**src/hdl/slt_pkg.sv**
```systemverilog
package slt_pkg;

	localparam int SLT_DEPTH = 16;
	localparam int VAL_W     = 32;
	localparam int RES_W     = 5;

	typedef enum logic [1:0] {
		FN_INSERT = 2'd0,
		FN_REMOVE = 2'd1,
		FN_SEARCH = 2'd2,
		FN_CLEAR  = 2'd3
	} func_e;

	typedef enum logic [1:0] {
		ST_DONE    = 2'd0,
		ST_MISSING = 2'd1,
		ST_FULL    = 2'd2
	} status_e;

	typedef struct packed {
		func_e                    func;
		logic signed [VAL_W-1:0]  value;
	} req_t;

	typedef struct packed {
		status_e           status;
		logic [RES_W-1:0]  position;
		logic [RES_W-1:0]  fill;
	} rsp_t;

	typedef enum logic [2:0] {
		IDX_HOLD,
		IDX_ZERO,
		IDX_USED,
		IDX_INC,
		IDX_DEC
	} idx_op_e;

	typedef enum logic [1:0] {
		RD_IDX,
		RD_PREV,
		RD_NEXT
	} rd_op_e;

	typedef enum logic [1:0] {
		U_HOLD,
		U_INC,
		U_DEC,
		U_CLR
	} used_op_e;

	typedef struct packed {
		logic      load;
		idx_op_e   idx_op;
		rd_op_e    rd_op;
		logic      wr_en;
		logic      wr_key;
		used_op_e  used_op;
		logic      respond;
		status_e   rsp_status;
		logic      pos_hit;
	} dp_cmd_t;

	typedef struct packed {
		logic full;
		logic idx_zero;
		logic idx_at_used;
		logic idx_last;
		logic lt;
		logic eq;
	} dp_sts_t;

endpackage

```
**src/hdl/sorted_list_table.sv**
```systemverilog
// Channel   Signals              Handshake
// request   req (func, value)    taken at clk edge with start=1, busy=0
// result    rsp (status,         valid for one cycle while done=1;
//           position, fill)      taken at the edge ending that cycle
//
// One request at a time; done follows the last cycle of the request.
// Clear and a rejected insert answer straight from idle. Insert walks down from
// the top, moving each value not below the key up one slot, then writes the key.
// Search and remove walk up to the first value not below the key; on a match,
// remove moves later values down. Each step is one read of the single RAM read port.
// arst_n empties the table; RAM contents are not cleared. The result side
// cannot stall; busy is high while a request is being worked.
module sorted_list_table #(
	parameter int DEPTH = slt_pkg::SLT_DEPTH
) (
	input  logic           clk,
	input  logic           arst_n,
	input  logic           start,
	input  slt_pkg::req_t  req,
	output logic           busy,
	output logic           done,
	output slt_pkg::rsp_t  rsp
);

	import slt_pkg::*;

	dp_cmd_t cmd;
	dp_sts_t sts;

	slt_ctrl u_ctrl (
		.clk    (clk),
		.arst_n (arst_n),
		.start  (start),
		.func   (req.func),
		.sts    (sts),
		.cmd    (cmd),
		.busy   (busy),
		.done   (done)
	);

	slt_dp #(
		.DEPTH (DEPTH)
	) u_dp (
		.clk    (clk),
		.arst_n (arst_n),
		.value  (req.value),
		.cmd    (cmd),
		.sts    (sts),
		.rsp    (rsp)
	);

`ifndef ASSERT_OFF
	a_done_idle: assert property (@(posedge clk) disable iff (!arst_n)
		done |-> !busy)
		else $error("result shown while request still in progress");

	a_progress: assert property (@(posedge clk) disable iff (!arst_n)
		start && !busy |=> busy || done)
		else $error("accepted request neither worked nor answered");

	a_clear: assert property (@(posedge clk) disable iff (!arst_n)
		start && !busy && req.func == FN_CLEAR |=> done && rsp.fill == '0
			&& rsp.status == ST_DONE)
		else $error("clear did not empty the table");

	a_pos_zero: assert property (@(posedge clk) disable iff (!arst_n)
		done && rsp.status != ST_DONE |-> rsp.position == '0)
		else $error("position reported on failed request");
`endif

endmodule

```
**src/hdl/slt_ram.sv**
```systemverilog
module slt_ram #(
	parameter int WIDTH = 32,
	parameter int DEPTH = 16
) (
	input  logic                     clk,
	input  logic                     we,
	input  logic [$clog2(DEPTH)-1:0] waddr,
	input  logic [WIDTH-1:0]         wdata,
	input  logic [$clog2(DEPTH)-1:0] raddr,
	output logic [WIDTH-1:0]         rdata
);

	logic [WIDTH-1:0] mem [DEPTH];

	always_ff @(posedge clk) begin
		if (we) begin
			mem[waddr] <= wdata;
		end
		rdata <= mem[raddr];
	end

endmodule

```
**src/hdl/slt_dp.sv**
```systemverilog
module slt_dp #(
	parameter int DEPTH = slt_pkg::SLT_DEPTH
) (
	input  logic                                  clk,
	input  logic                                  arst_n,
	input  logic signed [slt_pkg::VAL_W-1:0]      value,
	input  slt_pkg::dp_cmd_t                      cmd,
	output slt_pkg::dp_sts_t                      sts,
	output slt_pkg::rsp_t                         rsp
);

	import slt_pkg::*;

	localparam int AW = $clog2(DEPTH);
	localparam int CW = $clog2(DEPTH + 1);

	logic [CW-1:0]           idx_q;
	logic [CW-1:0]           used_q;
	logic [CW-1:0]           used_nxt;
	logic [CW-1:0]           idx_p1;
	logic [CW-1:0]           idx_m1;
	logic [CW-1:0]           rd_idx;
	logic signed [VAL_W-1:0] key_q;
	logic [VAL_W-1:0]        rdata;
	logic [VAL_W-1:0]        wdata;
	rsp_t                    rsp_q;

	assign idx_p1 = idx_q + CW'(1);
	assign idx_m1 = idx_q - CW'(1);

	always_comb begin
		unique case (cmd.rd_op)
			RD_PREV: rd_idx = idx_m1;
			RD_NEXT: rd_idx = idx_p1;
			default: rd_idx = idx_q;
		endcase
	end

	assign wdata = cmd.wr_key ? key_q : rdata;

	slt_ram #(
		.WIDTH (VAL_W),
		.DEPTH (DEPTH)
	) u_ram (
		.clk   (clk),
		.we    (cmd.wr_en),
		.waddr (idx_q[AW-1:0]),
		.wdata (wdata),
		.raddr (rd_idx[AW-1:0]),
		.rdata (rdata)
	);

	always_comb begin
		unique case (cmd.used_op)
			U_INC:   used_nxt = used_q + CW'(1);
			U_DEC:   used_nxt = used_q - CW'(1);
			U_CLR:   used_nxt = '0;
			default: used_nxt = used_q;
		endcase
	end

	assign sts.full        = (used_q == CW'(DEPTH));
	assign sts.idx_zero    = (idx_q == '0);
	assign sts.idx_at_used = (idx_q == used_q);
	assign sts.idx_last    = (idx_p1 == used_q);
	assign sts.lt          = ($signed(rdata) < key_q);
	assign sts.eq          = ($signed(rdata) == key_q);

	always_ff @(posedge clk or negedge arst_n) begin
		if (!arst_n) begin
			used_q <= '0;
			idx_q  <= '0;
		end else begin
			used_q <= used_nxt;
			unique case (cmd.idx_op)
				IDX_ZERO: idx_q <= '0;
				IDX_USED: idx_q <= used_q;
				IDX_INC:  idx_q <= idx_p1;
				IDX_DEC:  idx_q <= idx_m1;
				default:  idx_q <= idx_q;
			endcase
		end
	end

	always_ff @(posedge clk) begin
		if (cmd.load) begin
			key_q <= value;
		end
		if (cmd.respond) begin
			rsp_q.status   <= cmd.rsp_status;
			rsp_q.position <= cmd.pos_hit ? RES_W'(idx_p1) : '0;
			rsp_q.fill     <= RES_W'(used_nxt);
		end
	end

	assign rsp = rsp_q;

endmodule

```
**src/hdl/slt_ctrl.sv**
```systemverilog
module slt_ctrl (
	input  logic              clk,
	input  logic              arst_n,
	input  logic              start,
	input  slt_pkg::func_e    func,
	input  slt_pkg::dp_sts_t  sts,
	output slt_pkg::dp_cmd_t  cmd,
	output logic              busy,
	output logic              done
);

	import slt_pkg::*;

	typedef enum logic [2:0] {
		S_IDLE,
		S_INS_CHK,
		S_INS_CMP,
		S_FND_CHK,
		S_FND_CMP,
		S_SHF_CHK,
		S_SHF_CMP
	} state_t;

	state_t state_q;
	state_t state_nxt;
	func_e  func_q;
	logic   done_q;

	always_comb begin
		cmd        = '{load: 1'b0, idx_op: IDX_HOLD, rd_op: RD_IDX, wr_en: 1'b0,
		               wr_key: 1'b0, used_op: U_HOLD, respond: 1'b0,
		               rsp_status: ST_DONE, pos_hit: 1'b0};
		state_nxt  = state_q;
		unique case (state_q)
			S_IDLE: begin
				if (start) begin
					cmd.load = 1'b1;
					unique case (func) inside
						FN_INSERT: begin
							if (sts.full) begin
								cmd.respond    = 1'b1;
								cmd.rsp_status = ST_FULL;
							end else begin
								cmd.idx_op = IDX_USED;
								state_nxt  = S_INS_CHK;
							end
						end
						FN_REMOVE, FN_SEARCH: begin
							cmd.idx_op = IDX_ZERO;
							state_nxt  = S_FND_CHK;
						end
						default: begin
							cmd.used_op = U_CLR;
							cmd.respond = 1'b1;
						end
					endcase
				end
			end
			// walk down from the top, moving values not below the key up one slot
			S_INS_CHK: begin
				if (sts.idx_zero) begin
					cmd.wr_en   = 1'b1;
					cmd.wr_key  = 1'b1;
					cmd.used_op = U_INC;
					cmd.respond = 1'b1;
					state_nxt   = S_IDLE;
				end else begin
					cmd.rd_op = RD_PREV;
					state_nxt = S_INS_CMP;
				end
			end
			S_INS_CMP: begin
				cmd.wr_en = 1'b1;
				if (!sts.lt) begin
					cmd.idx_op = IDX_DEC;
					state_nxt  = S_INS_CHK;
				end else begin
					cmd.wr_key  = 1'b1;
					cmd.used_op = U_INC;
					cmd.respond = 1'b1;
					state_nxt   = S_IDLE;
				end
			end
			S_FND_CHK: begin
				if (sts.idx_at_used) begin
					cmd.respond    = 1'b1;
					cmd.rsp_status = ST_MISSING;
					state_nxt      = S_IDLE;
				end else begin
					state_nxt = S_FND_CMP;
				end
			end
			S_FND_CMP: begin
				if (sts.lt) begin
					cmd.idx_op = IDX_INC;
					state_nxt  = S_FND_CHK;
				end else if (sts.eq) begin
					if (func_q == FN_SEARCH) begin
						cmd.respond = 1'b1;
						cmd.pos_hit = 1'b1;
						state_nxt   = S_IDLE;
					end else begin
						state_nxt = S_SHF_CHK;
					end
				end else begin
					cmd.respond    = 1'b1;
					cmd.rsp_status = ST_MISSING;
					state_nxt      = S_IDLE;
				end
			end
			// close the gap left by the removed value
			S_SHF_CHK: begin
				if (sts.idx_last) begin
					cmd.used_op = U_DEC;
					cmd.respond = 1'b1;
					state_nxt   = S_IDLE;
				end else begin
					cmd.rd_op = RD_NEXT;
					state_nxt = S_SHF_CMP;
				end
			end
			S_SHF_CMP: begin
				cmd.wr_en  = 1'b1;
				cmd.idx_op = IDX_INC;
				state_nxt  = S_SHF_CHK;
			end
			default: begin
				state_nxt = S_IDLE;
			end
		endcase
	end

	always_ff @(posedge clk or negedge arst_n) begin
		if (!arst_n) begin
			state_q <= S_IDLE;
			func_q  <= FN_INSERT;
			done_q  <= 1'b0;
		end else begin
			state_q <= state_nxt;
			done_q  <= cmd.respond;
			if (cmd.load) begin
				func_q <= func;
			end
		end
	end

	assign busy = (state_q != S_IDLE);
	assign done = done_q;

endmodule
```
**config.mk**
```make
export PLATFORM = sky130hd
export DESIGN_NAME = sorted_list_table
export DESIGN_NICKNAME = d
export VERILOG_FILES = /design/src/hdl/slt_pkg.sv /design/src/hdl/sorted_list_table.sv /design/src/hdl/slt_ram.sv /design/src/hdl/slt_dp.sv /design/src/hdl/slt_ctrl.sv
export SDC_FILE = /design/constraint.sdc
export NUM_CORES = 1
export LEC_CHECK = 0
export ABC_CLOCK_PERIOD_IN_PS = 12000
export BUFFER_PORTS_ARGS = -buffer_cell sky130_fd_sc_hd__buf_2
export CELL_PAD_IN_SITES_DETAIL_PLACEMENT = 1
export CELL_PAD_IN_SITES_GLOBAL_PLACEMENT = 1
export CORE_UTILIZATION = 35
export CTS_CLUSTER_DIAMETER = 60
export DETAILED_ROUTE_END_ITERATION = 7
export GPL_TIMING_DRIVEN = 0
export HOLD_SLACK_MARGIN = 0.02
export PLACE_DENSITY_LB_ADDON = 0.05
export SLEW_MARGIN = 10
export SYNTH_ARGS = -nofsm -noshare
export SYNTH_HDL_FRONTEND = slang
export SYNTH_SLANG_ARGS = --single-unit
```
**constraint.sdc**
```tcl
create_clock -name clk -period 12 [get_ports clk]
set_clock_uncertainty 0.15 [all_clocks]
set_input_delay 2.4 -clock clk [delete_from_list [all_inputs] [get_ports clk]]
set_output_delay 2.4 -clock clk [all_outputs]
set_load 0.02 [all_outputs]
```
==> metrics.txt <==
M3 GR Usage 2.62%; share of layout cells above drive strength 1 27.0%; DR WL/cell 27.1 um; RR Endpoint u_dp.u_ram.rdata[3]$_DFF_P_; status finished clean; CP endpoint u_dp.u_ram.rdata[3]$_DFF_P_; maximum root-to-sink buffer count 3; Post-Syn Instances 1289; initial antenna violation count 0; Die W 266 um; Syn-to-layout area delta 19.1%; Hold Path Class flip-flop to flip-flop; top cells by area, synth edfxtp_1 68%, mux4_2 12%, dfxtp_1 2.6%; number of global-route vias before repair 13500; Syn. warnings 0; number of flops mapped to enable cells by yosys 556; largest net degree at the start of global routing 22; clk root buf clkbuf_16; max-slew violation count 0; DR pass1 iterations 5; FF+latch count, synth around 600; Resized cells post-CTS 0; Total GRT Usage 19.2%; IO buf count 50; CTS tree done; fmax roughly 150 MHz; commonest cells after routing, fill and taps aside 556 x edfxtp_1, 128 x mux4_2, 71 x clkbuf_16; hold bufs inserted after CTS 0; pre-CTS setup slack 5.36 ns; full die area 70800 um^2; RSZ-0062 raised after global routing no; Most Used Layer, Global Route met2; Iteration-0 DRC Markers 796; io pins ~50; DR vias about 13000; Inst Count DP 2315; Post CTS Setup Buffer Count 0; ys flop type edfxtp_1; met1 global-route usage 26.6%; R2R cell count 19; nets 1537; top cell type's share of synthesized area approximately two thirds; setup ws final roughly 5.5 ns; H-Tree Depth 3; drt via density 5.16; Worst EP required ~12 ns; worst skew pair latency 0.60 ns; first-pass GRT wire length 96000 um; Avg Cell Area, Syn 18.9 um^2; row count 96; CP Class flip-flop to flip-flop; Worst-path clk slew around 0.060 ns; CP Capture Type flip-flop; Num CTS Buffers 70; sequential area share after synthesis between 70% and 80%; Slew @ Worst Pin around 1.2 ns; Tcrit/Tclk final 54.2%; Worst EP arrival 6.78 ns; DIE HEIGHT 266 um; syn nets roughly 1400; DRT Wirelength approximately 66000 um; Final Power 8.32 mW; crit path launch type flip-flop; commonest non-fill, non-tap cell in the layout edfxtp_1; slew margin rel. 23.3%; Routed Antenna Nets 0; M2 GR Usage a little under a third; RR Startpoint u_dp.idx_q[1]$_DFFE_PN0P_; Synth area leader edfxtp_1; r2r setup slk 5.49 ns; Cell variety after synth 61; fraction of registers with async set/reset under 10%; Mapped Area 24400 um^2; GPL Wtd Cong 0.756; Post-Layout Cell Count ~2400; pwr dens 286 nW/um^2; Max Cap Viol 0; min Tclk post-route 6.51 ns; DRC Markers 0; Final Hold Violating Endpoints 0; Crit. Startpoint u_dp.idx_q[1]$_DFFE_PN0P_; detailed placement HPWL 43900 um; CTS sink cnt a little over 600; Starting Density a little over a third; leakage power 9.70 nW; Overflow after GRT 0; critical path peak fanout 10; sum of negative setup slack 0 ns; core area 68800 um^2; maximum vdd ir drop 0.144 mV; setup violators final 0
report_power, final:
part	total, mW	internal [mW]	leakage, nW	switching [mW]
Clock	2.05	1.20	1.07	0.855
Sequential	3.03	2.94	5.51	0.0972
Combinational	3.24	1.27	3.12	1.96
critical path: stages, from the launching register on:
cell and delay [ns]:
dfrtp_1 0.53, ha_1 0.21, clkbuf_1 0.36, nor2b_1 0.19, a211oi_1 0.34, o21ai_0 0.12, a2111oi_0 0.79, nor3b_1 0.14
nand2_1 0.18, inv_1 0.06, ha_1 0.25, mux2i_1 0.15, nor2_1 0.05, a21oi_1 0.22, buf_2 0.34, buf_1 0.63
buf_1 0.88, mux4_2 0.43, mux2i_1 0.20, a21oi_1 0.10
through the flow:
stage / instance area [um^2] / utilization [%] / hold slack, ns
2_1_floorplan: 24400 / - / 0.345
3_3_place_gp: 25800 / 37.5 / 0.379
3_5_place_dp: 26900 / 39.0 / 0.382
4_1_cts: 29100 / 42.2 / 0.400
5_1_grt: 29100 / 42.2 / 0.442
6_report: 29100 / 42.2 / 0.406
cell usage after synthesis (9+ instances only):
cell type and instances:
a211oi_1 34, a21o_1 10, a21oi_1 54, buf_1 9, buf_2 20, clkbuf_1 30
dfrtp_1 16, dfxtp_1 32, edfxtp_1 556, ha_1 44, inv_1 46, mux2_2 32
mux2i_1 34, mux4_2 128, nand2_1 34, nand3_1 10, nand4_1 9, nor2_1 32
nor2b_1 42, nor3_1 9, o21ai_0 14
layout make-up:
type,instances,area [um^2]
Antenna cell,1,2.50
Buffer,63,288
Clock buffer,95,1970
Clock inverter,31,244
Fill cell,6558,39800
Inverter,46,173
Multi-Input combinational cell,576,6340
Sequential cell,604,17700
Tap cell,931,1160
Timing Repair Buffer,95,1160
registers in the layout, summed over array words and instances (netlist names):
register	flops
u_dp.key_q	32
u_dp.rsp	12
u_dp.u_ram.rdata	32
u_ctrl.done	1
u_dp.idx_q	5
u_ctrl.func_q	2
u_dp.u_ram.mem	512
u_dp.used_q	5
u_ctrl.state_q	3
layer usage:
layer / vias to the layer above / part of all wire [%]
li1: 5555 / -
met1: 6783 / 46
met2: 187 / 49
met3: 82 / 3.0
met4: 0 / 1.5
met5: - / 0
worst min-delay path by stage:
stage	depth (start not counted)	slack [ns]	from	endpoint
3_5_place_dp	1	0.38	u_ctrl.func_q[1]$_DFFE_PN0P_	u_ctrl.func_q[1]$_DFFE_PN0P_
4_1_cts	1	0.40	u_ctrl.func_q[1]$_DFFE_PN0P_	u_ctrl.func_q[1]$_DFFE_PN0P_
5_1_grt	1	0.44	u_ctrl.func_q[1]$_DFFE_PN0P_	u_ctrl.func_q[1]$_DFFE_PN0P_
2_1_floorplan	1	0.35	u_ctrl.func_q[1]$_DFFE_PN0P_	u_ctrl.func_q[1]$_DFFE_PN0P_
3_3_place_gp	1	0.38	u_ctrl.func_q[1]$_DFFE_PN0P_	u_ctrl.func_q[1]$_DFFE_PN0P_
6_report	1	0.41	u_ctrl.func_q[1]$_DFFE_PN0P_	u_ctrl.func_q[1]$_DFFE_PN0P_
cells by family after synthesis:
kind of cell | count (synthesis) | share of synthesized area, %
xor gates and xnor gates | 11 | 0.395
DFF | 604 | 72.6
AOI/OAI and AO/OA | 153 | 4.20
and+or+nand+nor | 170 | 3.76
adders and majority gates | 44 | 2.25
muxes | 198 | 14.9
buffers and inverters | 109 | 1.89
Power figures use the tool's default switching activity.
